[src/sv/running_sample_statistics_defines.svh]
// Assertion macros shared by the running sample statistics RTL.
`ifndef RUNNING_SAMPLE_STATISTICS_DEFINES_SVH
`define RUNNING_SAMPLE_STATISTICS_DEFINES_SVH

`ifndef SYNTHESIS
// Condition holds at every clock edge out of reset.
`define RSS_ASSERT_ALWAYS(label, clk, rst_n, cond, msg) \
    label: assert property (@(posedge clk) disable iff (!(rst_n)) (cond)) \
        else $error(msg);
// Consequent holds in the same cycle as the antecedent.
`define RSS_ASSERT_IMP(label, clk, rst_n, ante, cons, msg) \
    label: assert property (@(posedge clk) disable iff (!(rst_n)) (ante) |-> (cons)) \
        else $error(msg);
// Consequent holds in the cycle after the antecedent.
`define RSS_ASSERT_NEXT(label, clk, rst_n, ante, cons, msg) \
    label: assert property (@(posedge clk) disable iff (!(rst_n)) (ante) |=> (cons)) \
        else $error(msg);
`else
`define RSS_ASSERT_ALWAYS(label, clk, rst_n, cond, msg)
`define RSS_ASSERT_IMP(label, clk, rst_n, ante, cons, msg)
`define RSS_ASSERT_NEXT(label, clk, rst_n, ante, cons, msg)
`endif

`endif

[src/sv/rss_pkg.sv]
// Shared constants, widths, state and command types of the running sample statistics block.
package rss_pkg;

    localparam int SAMPLE_W  = 16;
    localparam int MAX_COUNT = 65536;
    localparam int FRAC_BITS = 8;

    localparam int LOG_COUNT = $clog2(MAX_COUNT);
    localparam int COUNT_W   = $clog2(MAX_COUNT + 1);
    localparam int SUM_W     = SAMPLE_W + LOG_COUNT;
    localparam int SQ_W      = 2 * SAMPLE_W - 1 + LOG_COUNT;
    localparam int MEAN_W    = SAMPLE_W + FRAC_BITS;
    localparam int VAR_W     = 2 * SAMPLE_W - 1 + FRAC_BITS;
    localparam int DEV_W     = (VAR_W + FRAC_BITS + 1) / 2;

    // Split of the square sum for the count multiply
    localparam int SQ_LO_W = (SQ_W + 1) / 2;
    localparam int SQ_HI_W = SQ_W - SQ_LO_W;
    localparam int PLO_W   = COUNT_W + SQ_LO_W;
    localparam int PHI_W   = COUNT_W + SQ_HI_W;
    localparam int SQR_W   = 2 * SUM_W;
    localparam int NSS_W   = COUNT_W + SQ_W;
    localparam int DIFF_W  = (NSS_W > SQR_W) ? NSS_W : SQR_W;
    localparam int N2_W    = 2 * COUNT_W;

    // Shared divider
    localparam int DVD_W     = DIFF_W + FRAC_BITS;
    localparam int DVS_W     = N2_W;
    localparam int DIV_CNT_W = $clog2(DVD_W);

    // Root unit
    localparam int ROOT_IN_W  = 2 * DEV_W;
    localparam int ROOT_REM_W = DEV_W + 2;
    localparam int ROOT_CNT_W = $clog2(DEV_W);

    typedef enum logic [2:0] {
        ST_ACCUM,
        ST_PREP,
        ST_MUL,
        ST_ADD,
        ST_SUB,
        ST_MEAN,
        ST_VAR,
        ST_ROOT
    } t_state;

    typedef enum logic {
        DIV_MEAN,
        DIV_VAR
    } t_div_sel;

    typedef struct packed {
        logic     accum;
        logic     snap;
        logic     prep;
        logic     mul;
        logic     add;
        logic     sub;
        logic     div_start;
        t_div_sel div_sel;
        logic     take_mean;
        logic     take_var;
        logic     sqrt_start;
        logic     load_out;
    } t_cmd;

    typedef struct packed {
        logic div_done;
        logic sqrt_done;
    } t_status;

endpackage

[src/sv/rss_ctrl.sv]
// Controller: sequences accumulation, final arithmetic and result handoff.
`include "running_sample_statistics_defines.svh"
module rss_ctrl (
    input  logic             i_clk,
    input  logic             i_rst_n,
    input  logic             i_in_valid,
    input  logic             i_last,
    input  logic             i_out_ready,
    input  rss_pkg::t_status i_status,
    output logic             o_in_ready,
    output logic             o_out_valid,
    output rss_pkg::t_cmd    o_cmd
);
    import rss_pkg::*;

    t_state r_state, n_state;
    logic   r_out_valid;
    logic   w_out_free;

    assign w_out_free  = !r_out_valid || i_out_ready;
    assign o_in_ready  = r_state == ST_ACCUM;
    assign o_out_valid = r_out_valid;

    always_ff @(posedge i_clk) begin
        if (!i_rst_n) begin
            r_state <= ST_ACCUM;
        end else begin
            r_state <= n_state;
        end
    end

    always_comb begin
        n_state       = r_state;
        o_cmd         = '0;
        o_cmd.div_sel = DIV_MEAN;
        case (r_state)
            ST_ACCUM: begin
                if (i_in_valid) begin
                    o_cmd.accum = 1'b1;
                    if (i_last) begin
                        o_cmd.snap = 1'b1;
                        n_state    = ST_PREP;
                    end
                end
            end
            ST_PREP: begin
                o_cmd.prep = 1'b1;
                n_state    = ST_MUL;
            end
            ST_MUL: begin
                o_cmd.mul       = 1'b1;
                o_cmd.div_start = 1'b1;
                o_cmd.div_sel   = DIV_MEAN;
                n_state         = ST_ADD;
            end
            ST_ADD: begin
                o_cmd.add = 1'b1;
                n_state   = ST_SUB;
            end
            ST_SUB: begin
                o_cmd.sub = 1'b1;
                n_state   = ST_MEAN;
            end
            ST_MEAN: begin
                if (i_status.div_done) begin
                    o_cmd.take_mean = 1'b1;
                    o_cmd.div_start = 1'b1;
                    o_cmd.div_sel   = DIV_VAR;
                    n_state         = ST_VAR;
                end
            end
            ST_VAR: begin
                o_cmd.div_sel = DIV_VAR;
                if (i_status.div_done) begin
                    o_cmd.take_var   = 1'b1;
                    o_cmd.sqrt_start = 1'b1;
                    n_state          = ST_ROOT;
                end
            end
            ST_ROOT: begin
                if (i_status.sqrt_done && w_out_free) begin
                    o_cmd.load_out = 1'b1;
                    n_state        = ST_ACCUM;
                end
            end
            default: begin
                n_state = ST_ACCUM;
            end
        endcase
    end

    // Hold the result until the consumer takes it
    always_ff @(posedge i_clk) begin
        if (!i_rst_n) begin
            r_out_valid <= 1'b0;
        end else if (o_cmd.load_out) begin
            r_out_valid <= 1'b1;
        end else if (i_out_ready) begin
            r_out_valid <= 1'b0;
        end
    end

    `RSS_ASSERT_NEXT(a_close_stalls, i_clk, i_rst_n, i_in_valid && o_in_ready && i_last, !o_in_ready, "input open after run close")
    `RSS_ASSERT_IMP(a_div_idle, i_clk, i_rst_n, o_cmd.div_start, i_status.div_done, "divider restarted while busy")
    `RSS_ASSERT_IMP(a_sqrt_idle, i_clk, i_rst_n, o_cmd.sqrt_start, i_status.sqrt_done, "root unit restarted while busy")

endmodule

[config.mk]
export PLATFORM = sky130hd
export DESIGN_NAME = rss_ctrl
export DESIGN_NICKNAME = d
export VERILOG_FILES = /design/src/sv/rss_pkg.sv /design/src/sv/rss_ctrl.sv
export VERILOG_INCLUDE_DIRS = /design/src /design/src/sv
export SDC_FILE = /design/constraint.sdc
export NUM_CORES = 1
export LEC_CHECK = 0
export ABC_AREA = 1
export ABC_CLOCK_PERIOD_IN_PS = 1100
export BUFFER_PORTS_ARGS = -buffer_cell sky130_fd_sc_hd__buf_2
export CAP_MARGIN = 20
export CORE_AREA = 2 2 39 41
export DETAILED_ROUTE_END_ITERATION = 16
export DIE_AREA = 0 0 41 43
export GPL_TIMING_DRIVEN = 0
export HOLD_SLACK_MARGIN = 0.12
export PLACE_DENSITY = 0.53
export SKIP_CTS_REPAIR_TIMING = 1
export SKIP_LAST_GASP = 1
export SLEW_MARGIN = 30
export SYNTH_ARGS = -nofsm -noshare
export SYNTH_HDL_FRONTEND = slang
export SYNTH_SLANG_ARGS = --single-unit
[constraint.sdc]
create_clock -name i_clk -period 1.1 [get_ports i_clk]
set_input_delay 0.22 -clock i_clk [delete_from_list [all_inputs] [get_ports i_clk]]
set_output_delay 0.22 -clock i_clk [all_outputs]
set_load 0.03 [all_outputs]
==> metrics.yaml, run 1 <==
sta:
  worst_pin_slew_ps: 164
  layout_setup_ws_ps: -254
  fmax_ghz: 0.738
  clock_skew_ps: 3.21
  rsz0062_at_grt: "yes"
  finalCriticalPeriod_ps: 1350
  finalSetupViolations: 13
  drv_slew: 0
  relSlewSlack_pct: 89.0
  post-route-period-util_pct: 123
  fin_hold_ws_ps: 230
  hold_viol_final: 0
synth:
  synthTopCellsByCount: "nor2_1 (18), nand2_1 (14), inv_1 (10), o21ai_0 (5), dfxtp_1 (4)"
  synth-async-reset-ratio_pct: 0
  synth_edf_count: 0
  synthCells: 61
  synth_top_area_cell: "dfxtp_1"
  yosysMostFrequentCell: "nor2_1"
  ys_seq_area_share_pct: 23.8
  syn_nets: 68
  synth-seq-cells: 4
  synth_area_sq_um: 337
  yosysWarnings: 0
  synth.distinct_cells: 13
  synth_top_cell_area_share_pct: 23.8
  ys.flop_type: "dfxtp_1"
  avgSynthCellArea_sq_um: 5.52
  synthTopCellsByArea: "dfxtp_1 (24%), nor2_1 (20%), nand2_1 (16%)"
global_route:
  grt_pass1_vias: 314
  antenna_found_initial: 0
  grt_usage_pct: 9.24
  grt_start_max_net_pins: 10
  grt_pass1_wl_um: 1120
  grt_overflow_total: 0
clock_network:
  cts.sinks: 4
  cts_htree_levels: 1
  cts-root-buf: "clkbuf_4"
  clk_pin_slew_ps: 30
  clkLatencyLatePin_ps: 230
  cts_made_buffers: 3
  ctsLongestPathBuffers: 2
  cts_tree: "yes"
run_status:
  violations: "setup timing"
  outcome: "finished with violations"
power:
  clkPwrFrac_pct: 11.2
  p_switching_mw: 0.825
  swShare_pct: 51.6
  p_int_mw: 0.775
  p_seq_share_pct: 18.3
  ir_drop_v: 0.000705
  leakagePower_nw: 0.376
  combPwrFrac_pct: 70.5
  p_per_area_nw_per_um2: 2270
detailed_routing:
  post_drt_via_cell_ratio: 4.18
  vias: 439
  ant_nets: 0
  drtIter0Drc: 3
  drt_wl_total_um: 915
  drcViolationCount: 0
  drtPass1Iterations: 2
  post_drt_wl_per_cell_um: 8.71
final_layout:
  drive_gt1_share_pct: 65.2
  regArea_sq_um: 88.8
  n_fill_cell: 139
  final_core_util_pct: 50.8
  area_growth_pct: 109
  multi_input_area_sq_um: 289
  final_cells: 105
  nets: 98
  antenna_cells: 0
die:
  row_count: 14
  ios: 21
  start_util_pct: 24.3
  die_x_um: 41
  dieHeight_um: 43
  core_area_sq_um: 1380
  die-area_sq_um: 1760
placement:
  place_congestion: 0.701
  dp_hpwl_um: 628
  placed_cells: 97
  port_buffers: 20
run:
  max_cap_viol_count: 0
worst_setup_path:
  endpoint_kind: "primary output"
  worst_ep_required_time_ps: 880
  crit_type: "register to primary output"
  cp.arrival_ps: 1130
  startpoint_type: "register"
  crit_fanout: 4
worst_hold_path:
  hold_path_class: "input pin to register"
-- path summary, 6_finish.rpt --
path,startpoint,to,slack [ps],depth (start not counted)
max,r_state[1]$_SDFFE_PN0P_,o_cmd[4],-250,6
min,i_rst_n,o_out_valid$_SDFFE_PN0P_,230,3
max reg2reg,r_state[2]$_SDFFE_PN0P_,r_state[1]$_SDFFE_PN0P_,40,8
min reg2reg,o_out_valid$_SDFFE_PN0P_,o_out_valid$_SDFFE_PN0P_,580,4
-- worst max-delay path: stages (launching register included) --
cell     delay (ps)
dfxtp_4         360
inv_4            90
nand2_4          60
nor2_4          100
nand2_2          80
o21ai_2          60
buf_6           140
-- sequential cells by signal (all words and copies together) (netlist names) --
register     count
r_state          3
o_out_valid      1
-- area by class of cell --
cell class	count	area share, %
clock buffers	3	3.20
inverters	11	8.01
repair buffers	25	29.0
flip-flops and latches	4	12.6
multi-input cells	44	41.1
plain buffers	2	3.20
well taps	16	2.85
-- power groups by stage --
stage          sequential [mW]  combinational [mW]  clock (mW)
6_report                 0.293                1.13       0.179
5_1_grt                  0.299                1.21       0.199
4_1_cts                  0.233               0.864       0.189
3_5_place_dp             0.236               0.862           0
3_3_place_gp             0.234               0.860           0
2_1_floorplan            0.229               0.698           0
-- stage by stage --
| stage | area (sq um) | TNS, ps | worst slack [ps] | power (mW) |
|---|---|---|---|---|
| 2_1_floorplan | 394 | -463 | -123 | 0.926 |
| 3_3_place_gp | 514 | -664 | -124 | 1.09 |
| 3_5_place_dp | 514 | -701 | -124 | 1.10 |
| 4_1_cts | 537 | -3640 | -380 | 1.29 |
| 5_1_grt | 703 | -3200 | -324 | 1.71 |
| 6_report | 703 | -2380 | -254 | 1.60 |
-- metal layers --
| layer | vias up | wire, um | GRT usage (%) |
|---|---|---|---|
| met1 | 186 | 362 | 10.9 |
| met3 | 0 | 50 | 6.28 |
| li1 | 237 | - | - |
| met4 | 0 | 0 | 2.00 |
| met5 | - | 0 | 0 |
| met2 | 16 | 502 | 13.4 |
-- logic make-up after synthesis --
| group | after synthesis | share of synthesized area [%] |
|---|---|---|
| buf+inv | 13 | 18.6 |
| simple gates | 38 | 48.7 |
| flops | 4 | 23.8 |
| compound gates | 6 | 8.92 |
-- layout by cell type, fill, tap and decap left out, drive strengths merged --
| master | n |
|---|---|
| buf | 27 |
| nor2 | 19 |
| inv | 11 |
| clkbuf | 3 |
| dfxtp | 4 |
| o21ai | 5 |
| a21oi | 1 |
| nand2 | 16 |
| nand3 | 3 |
(Power assumes the default switching activity.)
==> run 2, diff against run 1 <==
--- a/config.mk
+++ b/config.mk
@@ -7,10 +7,11 @@
 export NUM_CORES = 1
 export LEC_CHECK = 0
 export ABC_AREA = 1
-export ABC_CLOCK_PERIOD_IN_PS = 1100
+export ABC_CLOCK_PERIOD_IN_PS = 1700
 export BUFFER_PORTS_ARGS = -buffer_cell sky130_fd_sc_hd__buf_2
 export CAP_MARGIN = 20
 export CORE_AREA = 2 2 39 41
+export CTS_BUF_LIST = sky130_fd_sc_hd__clkbuf_2
 export DETAILED_ROUTE_END_ITERATION = 16
 export DIE_AREA = 0 0 41 43
 export GPL_TIMING_DRIVEN = 0
==> constraint.sdc (replaced) <==
create_clock -name i_clk -period 1.7 [get_ports i_clk]
set_input_delay 0.34 -clock i_clk [delete_from_list [all_inputs] [get_ports i_clk]]
set_output_delay 0.34 -clock i_clk [all_outputs]
set_load 0.03 [all_outputs]
==> metrics.yaml, run 2 (synthesized netlist as in run 1, its figures left out) <==
run_status:
  outcome: "finished, final reports clean"
global_route:
  grt_start_max_net_pins: 10  # unchanged
  antenna_found_initial: 0  # unchanged
  grt_usage_pct: 9.43  # +0.19 points
  grt_pass1_wl_um: 1090  # -2.4%
  grt_pass1_vias: 328  # +4.5%
  grt_overflow_total: 0  # unchanged
clock_network:
  cts_htree_levels: 1  # unchanged
  cts_tree: "yes"
  clkLatencyLatePin_ps: 200  # -30 ps
  cts_made_buffers: 3  # unchanged
  clk_pin_slew_ps: 40  # about the same
  ctsLongestPathBuffers: 2  # unchanged
  cts-root-buf: "clkbuf_2"
  cts.sinks: 4  # unchanged
sta:
  rsz0062_at_grt: "no"
  fin_hold_ws_ps: 374  # +145 ps
  worst_pin_slew_ps: 174  # +9.37 ps
  finalSetupViolations: 0  # -13
  relSlewSlack_pct: 88.4  # -0.60 points
  hold_viol_final: 0  # unchanged
  post-route-period-util_pct: 89.1
  finalSetupTns_ps: 0  # +2380 ps
  clock_skew_ps: 3.71  # +0.496 ps
  layout_setup_ws_ps: 186  # +440 ps
  fmax_ghz: 0.661
  finalCriticalPeriod_ps: 1510
  drv_slew: 0  # unchanged
power:
  ir_drop_v: 0.000441  # -38%
  leakagePower_nw: 0.310  # -18%
  p_per_area_nw_per_um2: 1470  # -35%
final_layout:
  mostFrequentLayoutCells: "buf_2 (18), nor2_1 (17), nand2_1 (14)"
  multi_input_area_sq_um: 196  # -32%
  final_common_cell: "buf_2"
  largest_reg_flops: 3  # unchanged
  n_fill_cell: 172  # +24%
  final_cells: 100  # -4.8%
  nets: 93  # -5.1%
  drive_gt1_share_pct: 39.3  # -26 points
  area_growth_pct: 42.4
  top_register: "r_state"
  regArea_sq_um: 80.1  # -9.9%
  antenna_cells: 0  # unchanged
detailed_routing:
  ant_nets: 0  # unchanged
  post_drt_wl_per_cell_um: 7.40  # -15%
  vias: 407  # -7.3%
  drtIter0Drc: 3  # unchanged
  drcViolationCount: 0  # unchanged
  drt_wl_total_um: 740  # -19%
  drtPass1Iterations: 4  # +2
  post_drt_via_cell_ratio: 4.07  # -2.7%
worst_setup_path:
  r2r_cells: 5  # -3
  cp.arrival_ps: 1170  # +40 ps
  slowest_delay_ps: 330  # -30 ps
  crit_type: "register to primary output"
  worstPathCellList: "inv_1 > nand2_1 > nor2_2 > inv_1 > nor2_1 > clkbuf_4"
  cpMostUsedCell: "inv_1"
  startpoint_type: "register"
  critical-path-top-delay-family: "buffers and inverters"
  endpoint_kind: "primary output"
  worst_ep_required_time_ps: 1360  # +480 ps
  crit_fanout: 4  # unchanged
  cp.depth: 6  # unchanged
  crit_path_top_delay_cell: "dfxtp_1"
  timing.critical_path.buf_inv: 3  # +1
die:
  core_area_sq_um: 1380  # unchanged
  dieHeight_um: 43  # unchanged
  row_count: 14  # unchanged
  die-area_sq_um: 1760  # unchanged
  ios: 21  # unchanged
  start_util_pct: 24.3  # unchanged
  die_x_um: 41  # unchanged
run:
  max_cap_viol_count: 0  # unchanged
placement:
  place_congestion: 0.656  # -6.4%
  dp_hpwl_um: 628  # about the same
  place_ws_ps: 361  # +485 ps
  port_buffers: 20  # unchanged
  placed_cells: 97  # unchanged
worst_hold_path:
  holdPathStages: 3  # unchanged
  hold_path_class: "input pin to register"
[run 2: path summary, 6_finish.rpt]
path | slack, ps | from | end
min | 370 | i_rst_n | o_out_valid$_SDFFE_PN0P_
min reg2reg | 570 | o_out_valid$_SDFFE_PN0P_ | o_out_valid$_SDFFE_PN0P_
max reg2reg | 650 | r_state[0]$_SDFFE_PN0P_ | r_state[2]$_SDFFE_PN0P_
max | 190 | r_state[1]$_SDFFE_PN0P_ | o_cmd[10]
[run 2: worst register-to-register path, stage by stage (launching register included)]
cell,delay [ps]
dfxtp_1,390
inv_2,80
o21ai_0,140
o21ai_0,100
a21oi_1,180
nor2_1,60
[run 2: layout make-up]
| cell class | count | share of cell area [%] |
|---|---|---|
| multi-input cells | 44 | 41.0 |
| repair buffers | 20 | 21.9 |
| flip-flops and latches | 4 | 16.7 |
| inverters | 11 | 9.14 |
| well taps | 16 | 4.18 |
| plain buffers | 2 | 3.92 |
| clock buffers | 3 | 3.13 |
[run 2: where the power goes]
group | leakage [nW] | internal, mW | switching, mW
registers | 0.0328 | 0.119 | 0.0240
clock network | 0.0125 | 0.0474 | 0.0375
logic | 0.264 | 0.143 | 0.332
[run 2: layer usage]
metal	routed length (um)	GRT usage (%)	share of wire [%]	vias to the layer above
met5	0	0	0	-
met4	0	10.0	0	0
met3	42	1.57	5.7	0
met2	361	13.4	49	9
met1	336	10.6	45	169
li1	-	-	-	229
[run 2: through the flow]
stage | cell area (sq um) | power (mW) | utilization (%)
after CTS | 474 | 0.712 | 34.3
after floorplan | 339 | 0.507 | -
after global routing | 479 | 0.776 | 34.6
after global placement | 459 | 0.615 | 33.2
final | 479 | 0.703 | 34.6
after detailed placement | 459 | 0.618 | 33.2
==> run 3, diff against run 2 <==
--- a/config.mk
+++ b/config.mk
@@ -10,10 +10,10 @@
 export ABC_CLOCK_PERIOD_IN_PS = 1700
 export BUFFER_PORTS_ARGS = -buffer_cell sky130_fd_sc_hd__buf_2
 export CAP_MARGIN = 20
-export CORE_AREA = 2 2 39 41
+export CORE_AREA = 10 10 47 49
 export CTS_BUF_LIST = sky130_fd_sc_hd__clkbuf_2
 export DETAILED_ROUTE_END_ITERATION = 16
-export DIE_AREA = 0 0 41 43
+export DIE_AREA = 0 0 57 59
 export GPL_TIMING_DRIVEN = 0
 export HOLD_SLACK_MARGIN = 0.12
 export PLACE_DENSITY = 0.53
==> constraint.sdc (replaced) <==
create_clock -name i_clk -period 1.7 [get_ports i_clk]
set_input_delay 0.51 -clock i_clk [delete_from_list [all_inputs] [get_ports i_clk]]
set_output_delay 0.51 -clock i_clk [all_outputs]
set_load 0.03 [all_outputs]
==> metrics.yaml, run 3 (synthesized netlist as in run 1, its figures left out) <==
sta:
  relSlewSlack_pct: 89.0  # +0.56 points
  hold_viol_final: 0  # unchanged
  fmax_ghz: 0.614  # -7.0%
  clock_skew_ps: 0.961  # -2.75 ps
  drv_slew: 0  # unchanged
  rsz0062_at_grt: "yes"
  finalCriticalPeriod_ps: 1630  # +114 ps
  finalSetupViolations: 0  # unchanged
  layout_setup_ws_ps: 71.8  # -114 ps
  post-route-period-util_pct: 95.8  # +6.7 points
  worst_pin_slew_ps: 165  # -8.34 ps
global_route:
  grt_usage_pct: 5.54  # -3.9 points
  grt_pass1_vias: 370  # +13%
  grt_overflow_total: 0  # unchanged
  antenna_found_initial: 0  # unchanged
  grt_start_max_net_pins: 10  # unchanged
  grt_pass1_wl_um: 1520  # +39%
power:
  p_per_area_nw_per_um2: 1470  # +0.20%
  combPwrFrac_pct: 70.2  # +2.6 points
  p_switching_mw: 0.472  # +20%
  ir_drop_v: 0.000551  # +25%
  leakagePower_nw: 0.349  # +13%
  p_seq_share_pct: 20.3  # about the same
  swShare_pct: 54.3  # -1.6 points
  clkPwrFrac_pct: 9.4  # -2.7 points
  p_int_mw: 0.397  # +28%
final_layout:
  fin_area_sq_um: 591  # +23%
  final_common_cell: "buf_2"
  n_fill_cell: 164  # -4.7%
  final_core_util_pct: 42.1  # +7.5 points
  largest_reg_flops: 3  # unchanged
  nets: 97  # +4.3%
  multi_input_area_sq_um: 244  # +24%
  mostFrequentLayoutCells: "buf_2 (15), nor2_1 (12), nand2_1 (10)"
  area_growth_pct: 75.5
  top_register: "r_state"
  antenna_cells: 0  # unchanged
  drive_gt1_share_pct: 59.1  # +20 points
  regArea_sq_um: 88.8  # +11%
worst_setup_path:
  cp.arrival_ps: 1120  # -50 ps
  r2r_cells: 8  # +3
  worstPathCellList: "buf_6 > inv_8 > nor2_4 > nand2_2 > o21ai_1 > buf_4"
  endpoint_kind: "primary output"
  critical-path-top-delay-family: "buffers and inverters"
  r2r_slack_ps: 580  # -70 ps
  r2r-end: "r_state[2]$_SDFFE_PN0P_"
  crit_type: "register to primary output"
  worst_ep_required_time_ps: 1190  # -170 ps
  startpoint_type: "register"
  slowest_delay_ps: 320  # about the same
  crit_path_top_delay_cell: "dfxtp_2"
  crit_fanout: 6  # +2
  timing.critical_path.buf_inv: 3  # unchanged
  r2r-start: "r_state[2]$_SDFFE_PN0P_"
clock_network:
  clk_pin_slew_ps: 40  # about the same
  cts_tree: "yes"
  ctsLongestPathBuffers: 2  # unchanged
  cts-root-buf: "clkbuf_2"
  clkLatencyLatePin_ps: 200  # about the same
  cts.sinks: 4  # unchanged
  cts_made_buffers: 3  # unchanged
  cts_htree_levels: 1  # unchanged
die:
  die-area_sq_um: 3360  # +91%
  row_count: 14  # unchanged
  core_area_sq_um: 1400  # +1.3%
  start_util_pct: 24.0  # -0.30 points
  die_x_um: 57  # +39%
  dieHeight_um: 59  # +37%
  ios: 21  # unchanged
detailed_routing:
  drcViolationCount: 0  # unchanged
  drt_wl_total_um: 991  # +34%
  drtPass1Iterations: 2  # -2
  drtIter0Drc: 2  # -1
  post_drt_wl_per_cell_um: 9.53  # +29%
  ant_nets: 0  # unchanged
  vias: 436  # +7.1%
  post_drt_via_cell_ratio: 4.19  # +3.0%
worst_hold_path:
  holdPathStages: 3  # unchanged
  hold_path_class: "input pin to register"
  hold_start: "i_rst_n"
  holdPathEnd: "o_out_valid$_SDFFE_PN0P_"
placement:
  place_congestion: 0.770  # +17%
  port_buffers: 20  # unchanged
  place_ws_ps: 115  # -245 ps
  dp_hpwl_um: 807  # +29%
  placed_area_sq_um: 472  # +2.7%
run:
  max_cap_viol_count: 0  # unchanged
run_status:
  outcome: "finished, final reports clean"
[run 3: changes by cell type in the layout (fill, tap and decap cells not counted), moves of 3 or more]
cell / delta
nand2_1: -4
buf_2: -3
nor2_1: -5
dfxtp_1: -3
nor2_4: +3
inv_1: -3
buf_4: +7
[run 3: area by class of cell]
class / count / share of cell area [%]
flip-flops and latches: 4 / 15.0
multi-input cells: 44 / 41.3
well taps: 16 / 3.39
clock buffers: 3 / 2.54
plain buffers: 2 / 3.18
repair buffers: 24 / 25.4
inverters: 11 / 9.11
[run 3: tightest hold or removal path, cell delays in order]
cell     delay (ps)
buf_2           110
nand2_1          50
inv_1            40
[run 3: how the worst max path moves through the flow]
stage                      to               startpoint  slack [ps]  depth (start not counted)
floorplan            o_cmd[4]  r_state[0]$_SDFFE_PN0P_         -30                          3
global placement     o_cmd[2]              i_status[1]         120                          5
detailed placement   o_cmd[2]              i_status[1]         120                          5
CTS                 o_cmd[10]  r_state[0]$_SDFFE_PN0P_         -90                          6
global route         o_cmd[5]  r_state[2]$_SDFFE_PN0P_         -20                          6
finish               o_cmd[4]  r_state[2]$_SDFFE_PN0P_          70                          6
[run 3: stage by stage]
step                total power [mW]  hold slack (ps)  setup TNS, ps  std cells
floorplan                      0.529              579          -64.6         61
global placement               0.644              561              0         97
detailed placement             0.647              561              0         97
CTS                            0.735              536           -187        100
global route                   0.945              530          -45.2        104
finish                         0.868              546              0        104
[run 3: power by group through the flow]
stage	Clock [mW]	Sequential [mW]	Combinational, mW
4_1_cts	0.0889	0.143	0.504
3_5_place_dp	0	0.144	0.503
6_report	0.0820	0.177	0.610
5_1_grt	0.0961	0.179	0.670
2_1_floorplan	0	0.140	0.388
3_3_place_gp	0	0.144	0.501
[run 3: layer usage]
layer / part of all wire (%) / routed length (um) / global-route usage [%] / vias to the layer above
met4: 0.50 / 5 / 5.03 / 0
li1: - / - / - / 239
met2: 53 / 529 / 8.68 / 9
met3: 6.5 / 64 / 2.15 / 2
met5: 0 / 0 / 0 / -
met1: 39 / 391 / 5.60 / 186
